==> src/rtl/core/itns_pkg.sv <==
// itns_pkg: shared types and constants for the interval table nearest search core
// used by itns_alu, itns_store and interval_table_nearest_search_core
// no dependencies
package itns_pkg;

  // fixed field widths of the item ports
  localparam int unsigned ROW_W   = 6;
  localparam int unsigned IDX_W   = 10;
  localparam int unsigned CNT_W   = IDX_W + 1;

  // largest row and entry counts the item fields can address
  localparam int unsigned ROW_MAX = 64;
  localparam int unsigned IDX_MAX = 1024;

  // item modes
  localparam logic MODE_WRITE = 1'b0;
  localparam logic MODE_QUERY = 1'b1;

  // operations of the shared arithmetic unit
  typedef enum logic [1:0] {
    OP_ADD_SAT,
    OP_ABS_DIFF,
    OP_CMP
  } itns_op_e;

  // search sequencer states
  typedef enum logic [3:0] {
    S_IDLE,
    S_COUNT,
    S_PROBE,
    S_FETCH,
    S_TEST_LO,
    S_TEST_HI,
    S_PREV_RD,
    S_PREV_FETCH,
    S_PREV_DA,
    S_PREV_DB,
    S_PREV_CMP,
    S_NEXT_RD,
    S_NEXT_FETCH,
    S_NEXT_DB,
    S_NEXT_CMP,
    S_DONE
  } itns_state_e;

endpackage

==> src/rtl/core/itns_alu.sv <==
// itns_alu: shared time arithmetic unit (saturating add, absolute difference, compare)
// one wide add and two wide subtracts computed side by side, purely combinational
// depends on itns_pkg
module itns_alu
  import itns_pkg::*;
#(
  parameter int unsigned TW = 48
) (
  input  itns_op_e        op_i,
  input  logic [TW-1:0]   x_i,
  input  logic [TW-1:0]   y_i,
  output logic [TW-1:0]   res_o,
  output logic            lt_o
);

  logic [TW:0] sum_w;
  logic [TW:0] diff_xy_w;
  logic [TW:0] diff_yx_w;

  assign sum_w     = {1'b0, x_i} + {1'b0, y_i};
  assign diff_xy_w = {1'b0, x_i} - {1'b0, y_i};
  assign diff_yx_w = {1'b0, y_i} - {1'b0, x_i};

  // borrow of x - y means x < y
  assign lt_o = diff_xy_w[TW];

  // result select
  always_comb begin
    unique case (op_i)
      OP_ADD_SAT:  res_o = sum_w[TW] ? {TW{1'b1}} : sum_w[TW-1:0];
      OP_ABS_DIFF: res_o = diff_xy_w[TW] ? diff_yx_w[TW-1:0] : diff_xy_w[TW-1:0];
      OP_CMP:      res_o = diff_xy_w[TW-1:0];
      default:     res_o = '0;
    endcase
  end

endmodule

==> config.mk <==
export PLATFORM = sky130hd
export DESIGN_NAME = itns_alu
export DESIGN_NICKNAME = d
export VERILOG_FILES = /design/src/rtl/core/itns_pkg.sv /design/src/rtl/core/itns_alu.sv
export SDC_FILE = /design/constraint.sdc
export NUM_CORES = 1
export LEC_CHECK = 0
export ABC_AREA = 1
export ABC_CLOCK_PERIOD_IN_PS = 8250
export CAP_MARGIN = 20
export CORE_MARGIN = 1.5
export CORE_UTILIZATION = 35
export DETAILED_ROUTE_END_ITERATION = 6
export DONT_BUFFER_PORTS = 1
export MAX_ROUTING_LAYER = met4
export SYNTH_ARGS = -nofsm -noshare
export SYNTH_HDL_FRONTEND = slang
export SYNTH_SLANG_ARGS = --single-unit
export TNS_END_PERCENT = 10
==> constraint.sdc <==
create_clock -name vclk -period 8.25
set_clock_uncertainty 0.15 [all_clocks]
set_input_delay 1.2375 -clock vclk [all_inputs]
set_output_delay 1.2375 -clock vclk [all_outputs]
set_load 0.005 [all_outputs]
# == Word-level counts from Yosys, hierarchy flattened ==
# Index checks and enable logic that the tools add are counted.
# word_totals
register_bits,0
wordCells,9
output_inout_bits,49
input_bits,98
# classes
eq_ne,2
n_addsub,3
mux,3
n_reduce_logical,1
# op_table
operator,count
case mux 48 bit (3 select lines),1
2-to-1 mux 48 bit,2
adder 48 x 48 -> 49 bit,1
subtractor 48 x 48 -> 49 bit,1
subtractor 48 bit,1
equality test 2 x 1 -> 1 bit (second input constant),1
equality test 2 bit (second input constant),1
logical NOT 2 bit,1

# == Depth between registers and ports, before layout ==
# Gate-level depths: netlist of run 1.
# depth
word_depth,3
mapped_depth,20
mapped_depth_nobuf,18

# == Worst setup path after synthesis of run 1 ==
# No wires, ideal clock.
# synth_path
kind,input port to output port
startpoint,in x_i[0]
endpoint,out res_o[45]
arrival_ps,3134
setup_slack_ps,3729
n_path_buf,1
stages,18
t_required_ps,6863
path_cell_list,inv_1 -> ha_1 -> inv_1 -> fa_1 -> nand3_1 -> nand3_1 -> nand2_1 -> nand2_1 -> nand2_1 -> nand2_2 -> nand2_2 -> nand3_4 -> nor2_4 -> buf_4 -> nand3_1 -> nand2_1 -> inv_1 -> nand2_1
# synth_between
elab_chain_cells,3
word_cells_on_any_way,6
cone_classes,3 x add/sub; 3 x mux
# synth_rtl
element,line,rtl
"start, declared",itns_alu.sv:10,"input logic [TW-1:0] x_i,"
"subtractor 48 x 48 -> 49 bit, or another cell as far along",itns_alu.sv:21,"assign diff_xy_w = {1'b0, x_i} - {1'b0, y_i};"
2-to-1 mux 48 bit (on tied branches),"itns_alu.sv:31, itns_alu.sv:30",
case mux 48 bit (3 select lines) *,itns_alu.sv:29,unique case (op_i)
"end, declared",itns_alu.sv:12,"output logic [TW-1:0] res_o,"
# Mark *: on every way between the ends. The rest lies on a longest branch, timed or not.

# == Worst setup path in the final report of run 1 ==
# layout_path
startpoint,in x_i[0]
endpoint,out res_o[34]
# The elaborated chain is that of the path after synthesis.

==> results of run 1 <==
power by group:
group | total (W) | leakage [nW] | switching [W] | internal (W)
Sequential | 0 | 0 | 0 | 0
Combinational | 0.00103 | 8.43 | 0.000748 | 0.000282
Clock | 0 | 0 | 0 | 0
worst paths after layout:
check	endpoint	slack, ns	cells after the start
worst max-delay path	res_o[34]	2.09	18
worst min-delay path	res_o[0]	2.52	3
logic make-up (layout without fill, tap and decap cells):
logic type	after synthesis	after routing
xor gates and xnor gates	54	54
and+or+nand+nor	1624	1624
AOI/OAI and AO/OA	250	250
buffers and inverters	669	614
adders and majority gates	146	146
area by class of cell:
| class | instances | share of cell area |
|---|---|---|
| multi-input cells | 2074 | 0.780 |
| inverters | 608 | 0.172 |
| well taps | 468 | 0.0442 |
| repair buffers | 6 | 0.00397 |
critical path: stages:
cell	delay (ns)
inv_1	0.03
ha_1	0.14
inv_1	0.11
fa_1	0.61
nand3_1	0.15
nand3_1	0.23
nand2_1	0.12
nand2_1	0.13
nand2_1	0.11
nand2_2	0.09
nand2_2	0.11
nand3_4	0.18
nor2_4	0.66
buf_4	0.47
nand3_1	0.12
nand2_1	0.09
inv_1	0.05
nand2_1	0.11
metrics by stage:
| stage | total power, W | utilization | cell area, um^2 | worst slack (ns) | hold WS [ns] |
|---|---|---|---|---|---|
| after floorplan | 0.000688 | - | 13000 | 3.73 | 2.49 |
| after global placement | 0.000998 | 0.362 | 13200 | 2.32 | 2.52 |
| after detailed placement | 0.000992 | 0.362 | 13200 | 2.27 | 2.52 |
| after CTS | 0.000996 | 0.362 | 13200 | 2.27 | 2.52 |
| after global routing | 0.00112 | 0.363 | 13300 | 1.93 | 2.56 |
| final | 0.00103 | 0.363 | 13300 | 2.09 | 2.52 |
cells in the final DEF (no fill, tap or decap), types with 28 or more instances in the layout:
master	netlist	final
nor2_1	230	229
inv_1	601	601
xor2_1	52	52
ha_1	143	143
a21oi_1	141	141
nand3_1	216	216
nand2_1	1076	1076
o21ai_0	63	63
o21bai_1	28	28
nand4_1	43	43
per-layer routing:
metal | wire length [um] | track usage | up-vias
li1 | - | - | 8140
met5 | 0 | - | -
met4 | 2560 | 0.118 | 0
met3 | 5660 | 0.0401 | 117
met2 | 26600 | 0.498 | 792
met1 | 26200 | 0.422 | 7418
==> results.yml, run 1 <==
sta:
  maxSlewViolCount: 0
  relSlewSlack: 0.327
  fmax_mhz: 162
  setup-tns-final_ns: 0
  worst_pin_slew_ns: 1.01
  min_period_over_period: 0.746
  rsz0062_at_grt: "false"
  setup_viol: 0
  period_minus_slack_ns: 6.16
  hold_viol: 0
grt:
  antenna_found_initial: 0
  grt_first_pass_wirelength_um: 90600
  gr-total-overflow: 0
  grt_use_total: 0.320
  grt_pass1_vias: 15398
  grt_max_degree: 47
floorplan:
  die_h_um: 196
  dieWidth_um: 196
  rows: 70
  ioPinCount: 147
  start_util: 0.356
  die_area_um2: 38300
  fp.coreArea_um2: 36500
detailed_routing:
  antenna_left: 0
  avgViaCountPerCell: 5.22
  vias: 16467
  firstDrtPassIters: 6
  wl_um: 61000
  drc: 0
  drtIter0Drc: 1859
  wl_per_cell_um: 19.3
synth:
  synth_top_cell_by_area: "nand2_1"
  synth_cell_types: 41
  synth-compound-area-share: 0.105
  yosysWarnings: 0
  yosysTopAreaCellShare: 0.311
  synthAdderAreaFrac: 0.142
  syn_area_um2: 13000
  avgSynthCellArea_um2: 4.73
  synth.most_common_cell: "nand2_1"
  netlist_instances: 2743
  ys_top_cells_by_count: "nand2_1 (1,076), inv_1 (601), nor2_1 (230), nand3_1 (216), ha_1 (143)"
  seq_area_frac_synth: 0
  synth_nets: 2987
  synth_top_family_by_area: "simple AND/OR/NAND/NOR gates"
  synth_mux_area_frac: 0
  synthSimpleGateAreaFrac: 0.511
  synth_xor_area_frac: 0.0364
  synthTopCellsByArea: "nand2_1 (31%), inv_1 (17%), ha_1 (14%), nand3_1 (8.3%), nor2_1 (6.6%)"
worst_setup_path:
  startpoint_type: "input pin"
  crit_arrival_ns: 4.77
  crit_fanout: 21
  end_kind: "output port"
  crit_type: "input pin to output port"
  cp.required_ns: 6.86
  startpoint: "x_i[0]"
worst_hold_path:
  hp-class: "input pin to output port"
  min_from: "op_i[1]"
finish:
  area_delta_synth_final_pct: 2.06
  n_antenna_cell: 0
  multi_input_area_um2: 10300
  drive_gt1_frac: 0.0186
  clkbuf_count: 0
  nFillCells: 4362
  seq_cells: 0
  register_area_um2: 0
  nNetsFinal: 2934
  fin_cells: 3156
power_and_ir_drop:
  power_density_nw_per_um2: 77.7
  vdd.ir_drop.worst_v: 0.0000267
  p_leak_nw: 8.43
run:
  maxCapViolCount: 0
place:
  io_buffers: 0
  dp_cells: 3155
  dp_hpwl_um: 52900
  place.gp.congestion: 1.10
cts:
  cts_hold_buf: 0
  cts_resized: 0
  cts_setup_buffers: 0
run_status:
  outcome: "finished clean"
Note: power is estimated with default switching activity, not from simulation.
==> run 2: changes to the inputs <==
Settings changed: ABC_CLOCK_PERIOD_IN_PS 8250 to 6100.
Clock period 8.25 ns to 6.1 ns, I/O delays scaled along.
==> results.yml, run 2 (synthesized netlist as in run 1, its figures left out) <==
finish:
  nFillCells: 4385
  most-common-layout-cells: "nand2_1 (1,076), inv_1 (601), nor2_1 (229)"
  area_delta_synth_final_pct: 2.04
  post-route-util: 0.363
  multi_input_area_um2: 10300
  final_common_cell: "nand2_1"
  seq_cells: 0
  fin_cells: 3155
  drive_gt1_frac: 0.0182
  clkbuf_count: 0
  nNetsFinal: 2933
  n_antenna_cell: 0
  register_area_um2: 0
sta:
  relSlewSlack: 0.434
  rsz0062_at_grt: "false"
  min_period_over_period: 0.813
  setup_viol: 0
  fmax_mhz: 202
  setup_slack_ns: 1.14
  worst_pin_slew_ns: 0.846
  period_minus_slack_ns: 4.96
  hold_viol: 0
  setup-tns-final_ns: 0
  maxSlewViolCount: 0
floorplan:
  die_area_um2: 38300
  fp.coreArea_um2: 36500
  rows: 70
  start_util: 0.356
  die_h_um: 196
  dieWidth_um: 196
  ioPinCount: 147
grt:
  antenna_found_initial: 0
  grt_first_pass_wirelength_um: 87200
  grt_max_degree: 44
  gr-total-overflow: 0
  grt_pass1_vias: 15671
  grt_use_total: 0.306
worst_hold_path:
  hp-class: "input pin to output port"
  whs_path_depth: 3
worst_setup_path:
  cpPeakStageDelay_ns: 0.54
  cp.required_ns: 5.03
  cp_common_cell: "nand3_1"
  crit_fanout: 43
  end_kind: "output port"
  crit_end: "res_o[24]"
  crit_arrival_ns: 3.89
  worstPathCellList: "inv_1 -> ha_1 -> inv_1 -> fa_1 -> nand3_1 -> nand3_1 -> nand2_1 -> nand2_1 -> nand2_1 -> nand2_2 -> nand2_2 -> nand3_4 -> nand2_4 -> nand2_4 -> nand3_1 -> nand3_1"
  crit_slowest_cell: "nand2_4"
  crit_type: "input pin to output port"
  startpoint: "x_i[0]"
  startpoint_type: "input pin"
detailed_routing:
  drtIter0Drc: 1853
  avgViaCountPerCell: 5.27
  wl_per_cell_um: 18.5
  drc: 0
  firstDrtPassIters: 7
  vias: 16612
  antenna_left: 0
  wl_um: 58500
power_and_ir_drop:
  vdd.ir_drop.worst_v: 0.0000421
  p_leak_nw: 8.42
  power_density_nw_per_um2: 104
run_status:
  outcome: "finished clean"
place:
  dp_hpwl_um: 50900
  io_buffers: 0
  place.gp.congestion: 1.05
  place_ws_ns: 1.34
  dp_cells: 3155
cts:
  cts_resized: 0
  cts_hold_buf: 0
  cts_setup_buffers: 0
run:
  maxCapViolCount: 0
==> run 2: cell count changes in the layout (fill, tap and decap cells not counted) <==
cell,delta
buf_4,-1
buf_8,-1
buf_12,+1
==> run 2: layout make-up <==
cell class         instances  area share
multi-input cells       2074       0.780
inverters                608       0.172
well taps                468      0.0442
repair buffers             5     0.00378
==> run 2: worst max-delay path, delay by kind of cell <==
| family | cells | cell delay (ns) |
|---|---|---|
| simple gates | 12 | 2.06 |
| fa+ha+maj | 2 | 0.69 |
| buf+inv | 2 | 0.20 |
==> run 2: worst min-delay path by stage <==
stage / from / end / slack (ns)
2_1_floorplan: op_i[1] / res_o[0] / 1.85
3_3_place_gp: op_i[1] / res_o[0] / 1.86
3_5_place_dp: op_i[1] / res_o[0] / 1.86
4_1_cts: op_i[1] / res_o[0] / 1.86
5_1_grt: op_i[1] / res_o[0] / 1.89
6_report: op_i[1] / res_o[0] / 1.86
==> run 2: through the flow <==
step	hold slack [ns]	power [W]	area [um^2]
3_3_place_gp	1.86	0.00134	13300
4_1_cts	1.86	0.00133	13300
2_1_floorplan	1.85	0.000931	13000
6_report	1.86	0.00138	13300
5_1_grt	1.89	0.00151	13300
3_5_place_dp	1.86	0.00133	13300
==> run 2: power breakdown <==
part           internal, W  switching, W  leakage (nW)
Combinational     0.000380       0.00100          8.42
Sequential               0             0             0
Clock                    0             0             0
Total             0.000380       0.00100          8.42
==> run 2: routing by layer <==
| metal | GRT usage | share of wire |
|---|---|---|
| met1 | 0.388 | 0.41 |
| met2 | 0.481 | 0.43 |
| met3 | 0.0411 | 0.10 |
| met4 | 0.143 | 0.054 |
| met5 | - | 0 |
